--- src/hdl/deq_pkg.sv ---
package deq_pkg;

    localparam int DEPTH_DEF = 16;
    localparam int WORD_W    = 32;
    localparam int FILL_W    = 5;
    localparam int FUNC_W    = 3;

    typedef enum logic [FUNC_W-1:0] {
        FN_PUSH_FRONT = 3'd0,
        FN_PUSH_REAR  = 3'd1,
        FN_POP_FRONT  = 3'd2,
        FN_POP_REAR   = 3'd3,
        FN_LIST       = 3'd4
    } t_func;

    typedef enum logic [1:0] {
        ST_OK    = 2'd0,
        ST_FULL  = 2'd1,
        ST_EMPTY = 2'd2
    } t_status;

    typedef enum logic [1:0] {
        S_IDLE,
        S_POP,
        S_LIST
    } t_state;

    typedef struct packed {
        logic [FUNC_W-1:0]        func;
        logic signed [WORD_W-1:0] push_value;
    } t_in_item;

    typedef struct packed {
        t_status                  status;
        logic signed [WORD_W-1:0] value_out;
        logic                     last;
        logic [FILL_W-1:0]        fill_count;
    } t_out_item;

    // Pointer updates requested by the sequencer
    typedef struct packed {
        logic push_front;
        logic push_rear;
        logic pop_front;
        logic pop_rear;
    } t_ptr_cmd;

    typedef struct packed {
        logic full;
        logic empty;
    } t_ptr_stat;

endpackage

--- src/hdl/deq_in_if.sv ---
interface deq_in_if
    import deq_pkg::*;
();
    logic     valid;
    logic     ready;
    t_in_item data;

    modport source (output valid, output data, input ready);
    modport sink   (input valid, input data, output ready);
endinterface

--- src/hdl/deq_out_if.sv ---
interface deq_out_if
    import deq_pkg::*;
();
    logic      valid;
    logic      ready;
    t_out_item data;

    modport source (output valid, output data, input ready);
    modport sink   (input valid, input data, output ready);
endinterface

--- src/hdl/deq_mem.sv ---
module deq_mem
    import deq_pkg::*;
#(
    parameter int DEPTH = DEPTH_DEF,
    parameter int AW    = $clog2(DEPTH)
) (
    input  logic              i_clk,
    input  logic              i_we,
    input  logic [AW-1:0]     i_waddr,
    input  logic [WORD_W-1:0] i_wdata,
    input  logic              i_re,
    input  logic [AW-1:0]     i_raddr,
    output logic [WORD_W-1:0] o_rdata
);

    logic [WORD_W-1:0] r_mem [DEPTH];
    logic [WORD_W-1:0] r_rdata;

    always_ff @(posedge i_clk) begin
        if (i_we) begin
            r_mem[i_waddr] <= i_wdata;
        end
    end

    // Read data holds until the next read
    always_ff @(posedge i_clk) begin
        if (i_re) begin
            r_rdata <= r_mem[i_raddr];
        end
    end

    assign o_rdata = r_rdata;

endmodule

--- src/hdl/deq_ptr.sv ---
module deq_ptr
    import deq_pkg::*;
#(
    parameter int DEPTH = DEPTH_DEF,
    parameter int AW    = $clog2(DEPTH),
    parameter int CW    = $clog2(DEPTH + 1)
) (
    input  logic          i_clk,
    input  logic          i_rst_n,
    input  t_ptr_cmd      i_cmd,
    input  logic [AW-1:0] i_walk_off,
    output t_ptr_stat     o_stat,
    output logic [CW-1:0] o_count,
    output logic [AW-1:0] o_head,
    output logic [AW-1:0] o_push_front_slot,
    output logic [AW-1:0] o_push_rear_slot,
    output logic [AW-1:0] o_pop_rear_slot,
    output logic [AW-1:0] o_walk_slot
);

    logic [AW-1:0] r_head;
    logic [CW-1:0] r_count;
    logic [AW-1:0] n_head;
    logic [CW-1:0] n_count;
    logic [AW-1:0] head_inc;

    // Slot that lies off places past the head, wrapped once
    function automatic logic [AW-1:0] slot_at(input logic [AW-1:0] head,
                                              input logic [CW-1:0] off);
        logic [CW:0] sum;
        sum = (CW+1)'(head) + (CW+1)'(off);
        if (sum >= (CW+1)'(DEPTH)) begin
            sum = sum - (CW+1)'(DEPTH);
        end
        return sum[AW-1:0];
    endfunction

    assign head_inc          = slot_at(r_head, CW'(1));
    assign o_push_front_slot = (r_head == '0) ? AW'(DEPTH - 1) : r_head - AW'(1);
    assign o_push_rear_slot  = slot_at(r_head, r_count);
    assign o_pop_rear_slot   = slot_at(r_head, r_count - CW'(1));
    assign o_walk_slot       = slot_at(r_head, CW'(i_walk_off));
    assign o_head            = r_head;
    assign o_count           = r_count;
    assign o_stat.full       = (r_count == CW'(DEPTH));
    assign o_stat.empty      = (r_count == '0);

    always_comb begin
        n_head  = r_head;
        n_count = r_count;
        if (i_cmd.push_front) begin
            n_head  = o_push_front_slot;
            n_count = r_count + CW'(1);
        end else if (i_cmd.push_rear) begin
            n_count = r_count + CW'(1);
        end else if (i_cmd.pop_front) begin
            n_head  = head_inc;
            n_count = r_count - CW'(1);
        end else if (i_cmd.pop_rear) begin
            n_count = r_count - CW'(1);
        end
    end

    always_ff @(posedge i_clk) begin
        if (!i_rst_n) begin
            r_head  <= '0;
            r_count <= '0;
        end else begin
            r_head  <= n_head;
            r_count <= n_count;
        end
    end

endmodule

--- src/hdl/double_ended_queue_top.sv ---
// Bounded double-ended queue of signed 32-bit words, DEPTH entries deep, kept
// as a circular buffer in one synchronous RAM with a head pointer and a count.
// Each transfer on i_in names an operation (push front, push rear, pop front,
// pop rear, list); each operation answers with one transfer on o_out, except
// a listing of a non-empty queue, which answers with one transfer per held
// word from front to rear, last set on the final one. Pushes to a full queue
// and pops from an empty one change nothing and answer with a refusal status.
// Pushes, refusals and unused codes load the output register on accept; a
// pop reads the RAM on accept and loads the word in S_POP; a listing loads its
// words in S_LIST, one word per cycle unless stalled, through the single RAM
// read port. A finished result sits in the output register, so the next item
// can be taken in the same cycle that the result is being transferred out.
// Stalls on o_out hold the sequencer and the RAM read data in place.
module double_ended_queue_top
    import deq_pkg::*;
#(
    parameter int DEPTH = DEPTH_DEF
) (
    input  logic      i_clk,
    input  logic      i_rst_n,
    deq_in_if.sink    i_in,
    deq_out_if.source o_out
);

    localparam int AW = (DEPTH > 1) ? $clog2(DEPTH) : 1;
    localparam int CW = $clog2(DEPTH + 1);

    t_state        r_state;
    t_state        n_state;
    logic [AW-1:0] r_idx;
    logic [AW-1:0] n_idx;
    logic          r_out_valid;
    t_out_item     r_out;
    t_out_item     n_out;
    logic          out_load;
    logic          out_free;
    logic          in_ready;

    t_ptr_cmd      ptr_cmd;
    t_ptr_stat     ptr_stat;
    logic [CW-1:0] count;
    logic [AW-1:0] head;
    logic [AW-1:0] push_front_slot;
    logic [AW-1:0] push_rear_slot;
    logic [AW-1:0] pop_rear_slot;
    logic [AW-1:0] walk_slot;
    logic [AW-1:0] walk_off;

    logic              mem_we;
    logic [AW-1:0]     mem_waddr;
    logic              mem_re;
    logic [AW-1:0]     mem_raddr;
    logic [WORD_W-1:0] mem_rdata;

    logic [CW+FILL_W-1:0] cnt_ext;
    logic [CW+FILL_W-1:0] cnt_inc_ext;
    logic [FILL_W-1:0]    fill_now;
    logic [FILL_W-1:0]    fill_inc;
    logic                 walk_last;

    deq_ptr #(
        .DEPTH (DEPTH),
        .AW    (AW),
        .CW    (CW)
    ) u_ptr (
        .i_clk             (i_clk),
        .i_rst_n           (i_rst_n),
        .i_cmd             (ptr_cmd),
        .i_walk_off        (walk_off),
        .o_stat            (ptr_stat),
        .o_count           (count),
        .o_head            (head),
        .o_push_front_slot (push_front_slot),
        .o_push_rear_slot  (push_rear_slot),
        .o_pop_rear_slot   (pop_rear_slot),
        .o_walk_slot       (walk_slot)
    );

    deq_mem #(
        .DEPTH (DEPTH),
        .AW    (AW)
    ) u_mem (
        .i_clk   (i_clk),
        .i_we    (mem_we),
        .i_waddr (mem_waddr),
        .i_wdata (i_in.data.push_value),
        .i_re    (mem_re),
        .i_raddr (mem_raddr),
        .o_rdata (mem_rdata)
    );

    // Fill count carries the low five bits of the word count
    assign cnt_ext     = (CW+FILL_W)'(count);
    assign cnt_inc_ext = (CW+FILL_W)'(count) + (CW+FILL_W)'(1);
    assign fill_now    = cnt_ext[FILL_W-1:0];
    assign fill_inc    = cnt_inc_ext[FILL_W-1:0];

    // Walk from the front: offset zero at the start, then one past the word shown
    assign walk_off  = (r_state == S_LIST) ? r_idx + AW'(1) : '0;
    assign walk_last = ((CW'(r_idx) + CW'(1)) == count);

    // Output register may load when empty or when its word leaves this cycle
    assign out_free = !r_out_valid || o_out.ready;

    always_comb begin
        n_state   = r_state;
        n_idx     = r_idx;
        in_ready  = 1'b0;
        out_load  = 1'b0;
        n_out     = '{status: ST_OK, value_out: '0, last: 1'b1, fill_count: fill_now};
        ptr_cmd   = '0;
        mem_we    = 1'b0;
        mem_waddr = push_rear_slot;
        mem_re    = 1'b0;
        mem_raddr = walk_slot;

        case (r_state)
            S_IDLE: begin
                in_ready = out_free;
                if (i_in.valid && out_free) begin
                    case (i_in.data.func)
                        FN_PUSH_FRONT: begin
                            out_load = 1'b1;
                            if (ptr_stat.full) begin
                                n_out.status = ST_FULL;
                            end else begin
                                mem_we             = 1'b1;
                                mem_waddr          = push_front_slot;
                                ptr_cmd.push_front = 1'b1;
                                n_out.fill_count   = fill_inc;
                            end
                        end
                        FN_PUSH_REAR: begin
                            out_load = 1'b1;
                            if (ptr_stat.full) begin
                                n_out.status = ST_FULL;
                            end else begin
                                mem_we            = 1'b1;
                                mem_waddr         = push_rear_slot;
                                ptr_cmd.push_rear = 1'b1;
                                n_out.fill_count  = fill_inc;
                            end
                        end
                        FN_POP_FRONT: begin
                            if (ptr_stat.empty) begin
                                out_load     = 1'b1;
                                n_out.status = ST_EMPTY;
                            end else begin
                                mem_re            = 1'b1;
                                mem_raddr         = head;
                                ptr_cmd.pop_front = 1'b1;
                                n_state           = S_POP;
                            end
                        end
                        FN_POP_REAR: begin
                            if (ptr_stat.empty) begin
                                out_load     = 1'b1;
                                n_out.status = ST_EMPTY;
                            end else begin
                                mem_re           = 1'b1;
                                mem_raddr        = pop_rear_slot;
                                ptr_cmd.pop_rear = 1'b1;
                                n_state          = S_POP;
                            end
                        end
                        FN_LIST: begin
                            if (ptr_stat.empty) begin
                                out_load     = 1'b1;
                                n_out.status = ST_EMPTY;
                            end else begin
                                mem_re  = 1'b1;
                                n_idx   = '0;
                                n_state = S_LIST;
                            end
                        end
                        default: begin
                            out_load = 1'b1;
                        end
                    endcase
                end
            end
            S_POP: begin
                // Count already reflects the removal
                if (out_free) begin
                    out_load        = 1'b1;
                    n_out.value_out = mem_rdata;
                    n_state         = S_IDLE;
                end
            end
            S_LIST: begin
                if (out_free) begin
                    out_load        = 1'b1;
                    n_out.value_out = mem_rdata;
                    n_out.last      = walk_last;
                    if (walk_last) begin
                        n_state = S_IDLE;
                    end else begin
                        mem_re = 1'b1;
                        n_idx  = r_idx + AW'(1);
                    end
                end
            end
            default: begin
                n_state = S_IDLE;
            end
        endcase
    end

    always_ff @(posedge i_clk) begin
        if (!i_rst_n) begin
            r_state <= S_IDLE;
            r_idx   <= '0;
        end else begin
            r_state <= n_state;
            r_idx   <= n_idx;
        end
    end

    always_ff @(posedge i_clk) begin
        if (!i_rst_n) begin
            r_out_valid <= 1'b0;
        end else if (out_load) begin
            r_out_valid <= 1'b1;
        end else if (o_out.ready) begin
            r_out_valid <= 1'b0;
        end
    end

    always_ff @(posedge i_clk) begin
        if (out_load) begin
            r_out <= n_out;
        end
    end

    assign i_in.ready  = in_ready;
    assign o_out.valid = r_out_valid;
    assign o_out.data  = r_out;

endmodule
--- src/flat_wrapper.sv ---
// flat-port wrapper written by rule: the top's interface ports become plain ports
module double_ended_queue_top_flat import deq_pkg::*;
#(
    parameter int DEPTH = DEPTH_DEF
)
  (i_clk, i_rst_n, i_in_valid, i_in_data, i_in_ready, o_out_valid, o_out_data, o_out_ready);
  deq_in_if i_in_i ();
  deq_out_if o_out_i ();
  input  logic i_clk;
  input  logic i_rst_n;
  input wire logic [$bits(i_in_i.valid)-1:0] i_in_valid;
  input wire logic [$bits(i_in_i.data)-1:0] i_in_data;
  output wire logic [$bits(i_in_i.ready)-1:0] i_in_ready;
  output wire logic [$bits(o_out_i.valid)-1:0] o_out_valid;
  output wire logic [$bits(o_out_i.data)-1:0] o_out_data;
  input wire logic [$bits(o_out_i.ready)-1:0] o_out_ready;
  assign i_in_i.valid = i_in_valid;
  assign i_in_i.data = i_in_data;
  assign i_in_ready = i_in_i.ready;
  assign o_out_valid = o_out_i.valid;
  assign o_out_data = o_out_i.data;
  assign o_out_i.ready = o_out_ready;
  double_ended_queue_top #(.DEPTH(DEPTH)) u_core (.i_clk(i_clk), .i_rst_n(i_rst_n), .i_in(i_in_i), .o_out(o_out_i));
endmodule
--- config.mk ---
export PLATFORM = sky130hd
export DESIGN_NAME = double_ended_queue_top_flat
export DESIGN_NICKNAME = d
export VERILOG_FILES = /design/src/hdl/deq_pkg.sv /design/src/hdl/deq_in_if.sv /design/src/hdl/deq_out_if.sv /design/src/hdl/deq_mem.sv /design/src/hdl/deq_ptr.sv /design/src/hdl/double_ended_queue_top.sv /design/src/flat_wrapper.sv
export SDC_FILE = /design/constraint.sdc
export NUM_CORES = 1
export LEC_CHECK = 0
export ABC_AREA = 0
export CAP_MARGIN = 20
export CORE_ASPECT_RATIO = 1.4
export CORE_MARGIN = 10
export CORE_UTILIZATION = 45
export DETAILED_ROUTE_END_ITERATION = 6
export DONT_BUFFER_PORTS = 1
export SETUP_SLACK_MARGIN = 0.4
export SLEW_MARGIN = 20
export SYNTH_ARGS = -nofsm -noshare
export SYNTH_HDL_FRONTEND = slang
export SYNTH_HIERARCHICAL = 1
export SYNTH_SLANG_ARGS = --single-unit
--- constraint.sdc ---
create_clock -name i_clk -period 13.05 [get_ports i_clk]
set_clock_uncertainty 0.15 [all_clocks]
set_input_delay 2.61 -clock i_clk [delete_from_list [all_inputs] [get_ports i_clk]]
set_output_delay 2.61 -clock i_clk [all_outputs]
set_load 0.02 [all_outputs]
==> results of run 1 <==
[logic make-up (layout without fill, tap and decap cells)]
| logic type | count (synthesis) | count (layout) |
|---|---|---|
| multiplexers | 143 | 143 |
| AND/OR/NAND/NOR | 171 | 171 |
| XOR/XNOR | 22 | 22 |
| buffers and inverters | 74 | 152 |
| adder cells (fa/ha/maj) | 22 | 22 |
| AO/OA/AOI/OAI | 111 | 111 |
| flip-flops | 600 | 600 |
[flip-flops by register name, indices dropped and copies added, names as in the netlist]
name / cells
u_core/o_out.valid: 1
u_core/u_mem/r_mem: 512
u_core/u_ptr/o_head: 4
u_core/u_ptr/o_count: 5
u_core/r_state: 2
u_core/u_mem/o_rdata: 32
u_core/o_out.data: 40
u_core/r_idx: 4
[per-layer routing]
metal	global-route usage (%)	up-vias	share of wire (%)
met2	28.6	312	52
met5	0	-	0
met1	21.0	5795	40
li1	-	4750	-
met4	4.35	0	1.8
met3	3.41	73	6.2
[worst paths after layout]
check	from	end	slack, ps	cells past startpoint
worst max-delay path	o_out_ready	u_core/u_mem/r_mem[7][22]$_DFFE_PP_	7030	8
worst min-delay path	u_core/u_mem/o_rdata[18]$_DFFE_PP_	u_core/o_out.data[24]$_DFFE_PP_	360	1
worst max register to register	u_core/u_ptr/o_count[0]$_SDFFE_PN0P_	u_core/u_mem/r_mem[7][22]$_DFFE_PP_	7890	10
worst min register to register	u_core/u_mem/o_rdata[18]$_DFFE_PP_	u_core/o_out.data[24]$_DFFE_PP_	360	1
[synthesized netlist by cell type (3+ instances only)]
cell and count:
and2_1 39, clkbuf_1 23, buf_2 8, ha_1 19
mux2i_1 8, a31oi_1 6, a22oi_1 64, buf_4 11
nand3b_1 6, o21a_1 5, nand4_1 3, inv_1 21
mux4_2 128, mux2_2 5, xor2_1 7, a21oi_1 11
nor2_1 26, dfxtp_1 16, buf_1 10, nand2b_1 7
xnor2_1 15, nand3_1 7, nor3_1 7, edfxtp_1 584
fa_1 3, a21o_1 4, nand2_1 45, nor2b_1 7
o21ai_0 3
[stage by stage]
step / instances / setup WS (ps) / total power (uW) / instance area, um^2 / hold WS (ps)
after global routing: 1877 / 6720 / 4110 / 26200 / 368
after floorplan: 1143 / 5770 / 2390 / 23500 / 325
after detailed placement: 1773 / 6370 / 2450 / 24500 / 357
after CTS: 1877 / 7000 / 4010 / 26200 / 369
after global placement: 1773 / 6420 / 2450 / 24500 / 351
final: 1877 / 7030 / 3970 / 26200 / 362
[report_power, final]
group	switching, uW	total, uW	internal, uW
clock	703	1560	860
sequential	31.9	2180	2150
combinational	124	220	96.2
[worst max-delay path, cell delays in order]
cell and delay [ps]:
nand2b_2 160, nand3_2 150, nor4_4 580, nor2b_1 690
mux2_2 440, nand3b_1 380, nor2_4 600, buf_4 470
[final cells by class]
class	count	area, um^2
Fill cell	4093	25700
Sequential cell	600	17900
Multi-Input combinational cell	469	5500
Clock buffer	65	1410
Tap cell	656	821
Clock inverter	39	342
Timing Repair Buffer	27	228
Inverter	21	78.8
==> impl_metrics.toml, run 1 <==
[clocking]
numCtsBuffers = 55
clk_pin_slew_ps = 70
cts_resized = 0
clock-sinks = 600
cts_setup_buffers = 0
clkLatencyLatePin_ps = 610
h-tree-depth = 2
cts_tree = "built"
cts_buffer_depth = 3
clockRootBuffer = "clkbuf_16"
hold_buffers = 0

[yosys]
syn_area_per_cell_um2 = 20.6
synth_top_area_cell = "edfxtp_1"
ys_warn_count = 6
synth_xor_area_share_pct = 0.819
synth_compound_area_share_pct = 3.55
async_reset_ff_share_pct = 0
synth_edf_count = 584
synth_cells = 1143
mappedNetlistNets = 1204
yosys.area_share.simple_pct = 4.08
synth_ff_type = "edfxtp_1"
yosys.area_share.adder_pct = 1.27
synth_top_area_share_pct = 74.5
synthDistinctLibCells = 65
muxShareOfSynthArea_pct = 13.0
synth_area_um2 = 23500
yosysSeqAreaShare_pct = 75.9
synth_area_leaders = "edfxtp_1 75%, mux4_2 12%, a22oi_1 2.0%, dfxtp_1 1.4%, and2_1 1.0%"
synth_top_family_by_area = "multiplexers"
ys_ff_latch = 600

[detailed_routing]
wl_um = 51200
vias = 10900
viasPerCell = 5.82
drtPass1Iterations = 7
antenna_left = 0
drt_iter0_markers = 975
route.detailed.wl_per_inst_um = 27.3
route.detailed.drc = 0

[timing]
rsz0062_at_grt = "no"
drv_slew = 0
slew_headroom_pct = 26.9
finalCriticalPeriod_ps = 6020
setup_viol = 0
fin_crit_sh_pct = 46.1
finalHoldViolations = 0
fmax_mhz = 166
setup-tns-final_ps = 0
tightestPinTransition_ps = 1100

[cells_and_area]
antenna_cells = 0
final_cell_mix = "584 x edfxtp_1, 128 x mux4_2, 64 x a22oi_1"
final_common_cell = "edfxtp_1"
finalNetCount = 1235
fin_util_pct = 50.6
drive_above_1_share_pct = 23.1
area_growth_pct = 11.5

[grt]
grt_usage_pct = 16.6
grt_max_degree = 129
grt_pass1_vias = 11600
grt_pass1_wl_um = 76000
antenna_found_initial = 1
grt_remaining_overflow = 0

[worst_setup_path]
worstSetupPathType = "input port to flop"
startpoint_type = "input port"
crit_path_end_kind = "flop"
path_max_fanout = 19
cp.required_ps = 13150
critPathArrivalTime_ps = 6120

[pwr]
ir_drop_mv = 0.0929
powerDensity_nw_per_um2 = 151
power_leakage_uw = 0.00820

[floorplan]
initial_utilization_pct = 45.3
io_pins = 81
die_area_um2 = 62000
core_um2 = 51900
die_x_um = 213
die_h_um = 291
num_rows = 99

[placement]
port_buffers = 0
dp_hpwl_um = 27200
gp_congestion = 0.781

[job]
maxCapViolCount = 0

[run_status]
status = "finished clean"

[min_path]
hold_class = "flop to flop"
Note: power is estimated with default switching activity, not from simulation.
==> run 2: changes to the inputs <==
Clock period 13.05 ns to 5.2 ns, I/O delays scaled along.
==> run 2 against run 1 <==
  * Wire length increased by 0.49%
  * Combinational power rose to 2.6 times the previous value
  * Via count rose by 1.9%
  * First-iteration DRC count fell by 5.0%
  * Cell area increased by 1.0%
  * Global-route usage up 0.15 points
  * Worst hold slack better by 14 ps
  * Total power rose to 2.6 times the previous value
  * Non-clock buffer count grew 7
  * Largest cell class unchanged
  * Highest routed layer unchanged
==> impl_metrics.toml, run 2 (synthesis gave the netlist of run 1 again) <==
[min_path]
min_to = "u_core/o_out.data[30]$_DFFE_PP_"
hold_class = "flop to flop"
min-delay-start = "u_core/u_mem/o_rdata[24]$_DFFE_PP_"
worst_hold_path.num_cells = 1

[clocking]
clockRootBuffer = "clkbuf_16"
cts_tree = "built"
clk_pin_slew_ps = 60
cts_buffer_depth = 3
cts_resized = 0
hold_buffers = 0
numCtsBuffers = 54
cts_setup_buffers = 0
h-tree-depth = 2
clkLatencyLatePin_ps = 600
clock-sinks = 600

[floorplan]
num_rows = 99
die_area_um2 = 62000
core_um2 = 51900
die_x_um = 213
initial_utilization_pct = 45.3
io_pins = 81
die_h_um = 291

[cells_and_area]
final_common_cell = "edfxtp_1"
final_cell_mix = "584 x edfxtp_1, 128 x mux4_2, 64 x a22oi_1"
final_cell_area_um2 = 26500
largest_register_ffs = 512
antenna_cells = 0
finalNetCount = 1241
regMostFlops = "u_core/u_mem/r_mem"
drive_above_1_share_pct = 23.7
area_growth_pct = 12.7

[pwr]
p_sw_uw = 2140
clockPowerShare_pct = 40.6
pwr-share-seq_pct = 53.8
p_int_uw = 8040
comb_power_share_pct = 5.6
powerDensity_nw_per_um2 = 384
ir_drop_mv = 0.249
power_leakage_uw = 0.00829
switching_share_pct = 21.0

[timing]
finalCriticalPeriod_ps = 4440
setup_viol = 0
rsz0062_at_grt = "no"
fin_crit_sh_pct = 85.4
whs_ps = 376
tightestPinTransition_ps = 789
setup_ws_ps = 759
finalHoldViolations = 0
fmax_mhz = 225
drv_slew = 0
setup-tns-final_ps = 0
slew_headroom_pct = 47.3

[worst_setup_path]
r2r_start = "u_core/u_ptr/o_count[0]$_SDFFE_PN0P_"
critPathArrivalTime_ps = 4510
reg2regPathDepth = 12
startpoint_type = "flop"
crit_path_end_kind = "flop"
crit_buf_inv = 4
cp.required_ps = 5270
crit_family = "simple AND/OR/NAND/NOR gates"
path_max_fanout = 32
worstReg2RegEnd = "u_core/u_mem/r_mem[5][4]$_DFFE_PP_"
worstSetupPathType = "flop to flop"
cp_slowest_cell = "buf_4"
cpPeakStageDelay_ps = 550
regToRegSetupSlack_ps = 760
path_cells = "inv_1 -> ha_1 -> nor3b_1 -> and2_1 -> nor4_4 -> buf_4 -> nor2b_1 -> buf_4 -> mux2_2 -> nand2b_1 -> nor2_4 -> buf_4"
cp_common_cell = "buf_4"

[detailed_routing]
route.detailed.drc = 0
wl_um = 51400
route.detailed.wl_per_inst_um = 27.3
antenna_left = 0
drt_iter0_markers = 926
viasPerCell = 5.92
drtPass1Iterations = 5
vias = 11100

[placement]
gp_congestion = 0.815
port_buffers = 0
dpl_cell_area_um2 = 24700
dpl_worst_slack_ps = 757
dp_hpwl_um = 26700

[job]
maxCapViolCount = 0

[run_status]
status = "finished clean"

[grt]
grt_max_degree = 71
grt_pass1_vias = 11800
grt_pass1_wl_um = 76600
grt_remaining_overflow = 0
grt_usage_pct = 16.8
antenna_found_initial = 1
run 2: cell types whose count changed in the layout (fill, tap and decap cells not counted), sizes merged:
cell,delta
buf,+7
clkbuf,-1
inv,+1
clkinv,-7
bufinv,+5
run 2: power groups by stage:
| stage | Clock (uW) | Sequential [uW] | Combinational (uW) |
|---|---|---|---|
| after floorplan | 0 | 5570 | 422 |
| after global placement | 0 | 5580 | 572 |
| after detailed placement | 0 | 5590 | 576 |
| after CTS | 4220 | 5480 | 577 |
| after global routing | 4410 | 5480 | 614 |
| final | 4140 | 5480 | 566 |
run 2: per-stage QoR:
step	util, %	std cells	power [uW]
floorplan	-	1143	5990
global placement	47.5	1780	6150
detailed placement	47.5	1780	6160
CTS	51.1	1882	10300
global route	51.1	1882	10500
finish	51.1	1882	10200
run 2: cell type report:
class / count / area (um^2)
repair buffers: 34 / 380
fillers: 4034 / 25400
well taps: 656 / 821
inverters: 21 / 78.8
clock buffers: 64 / 1410
flip-flops and latches: 600 / 17900
multi-input cells: 469 / 5530
clock inverters: 38 / 433
run 2: routing by layer:
metal | wire [um] | share of wire (%) | global-route usage, %
met1 | 20300 | 39 | 20.4
met2 | 27100 | 53 | 29.6
met3 | 2790 | 5.4 | 3.04
met4 | 1240 | 2.4 | 5.16
met5 | 0 | 0 | 0
run 2: worst max path at each step:
stage | startpoint | endpoint | slack [ps] | cells past startpoint
5_1_grt | u_core/u_ptr/o_count[0]$_SDFFE_PN0P_ | u_core/u_mem/r_mem[5][4]$_DFFE_PP_ | 480 | 12
2_1_floorplan | o_out_ready | u_core/u_mem/r_mem[1][0]$_DFFE_PP_ | 360 | 8
4_1_cts | u_core/u_ptr/o_count[0]$_SDFFE_PN0P_ | u_core/u_mem/r_mem[5][4]$_DFFE_PP_ | 750 | 12
3_5_place_dp | u_core/u_ptr/o_count[0]$_SDFFE_PN0P_ | u_core/u_mem/r_mem[5][7]$_DFFE_PP_ | 760 | 12
6_report | u_core/u_ptr/o_count[0]$_SDFFE_PN0P_ | u_core/u_mem/r_mem[5][4]$_DFFE_PP_ | 760 | 12
3_3_place_gp | o_out_ready | u_core/u_mem/r_mem[5][13]$_DFFE_PP_ | 880 | 10
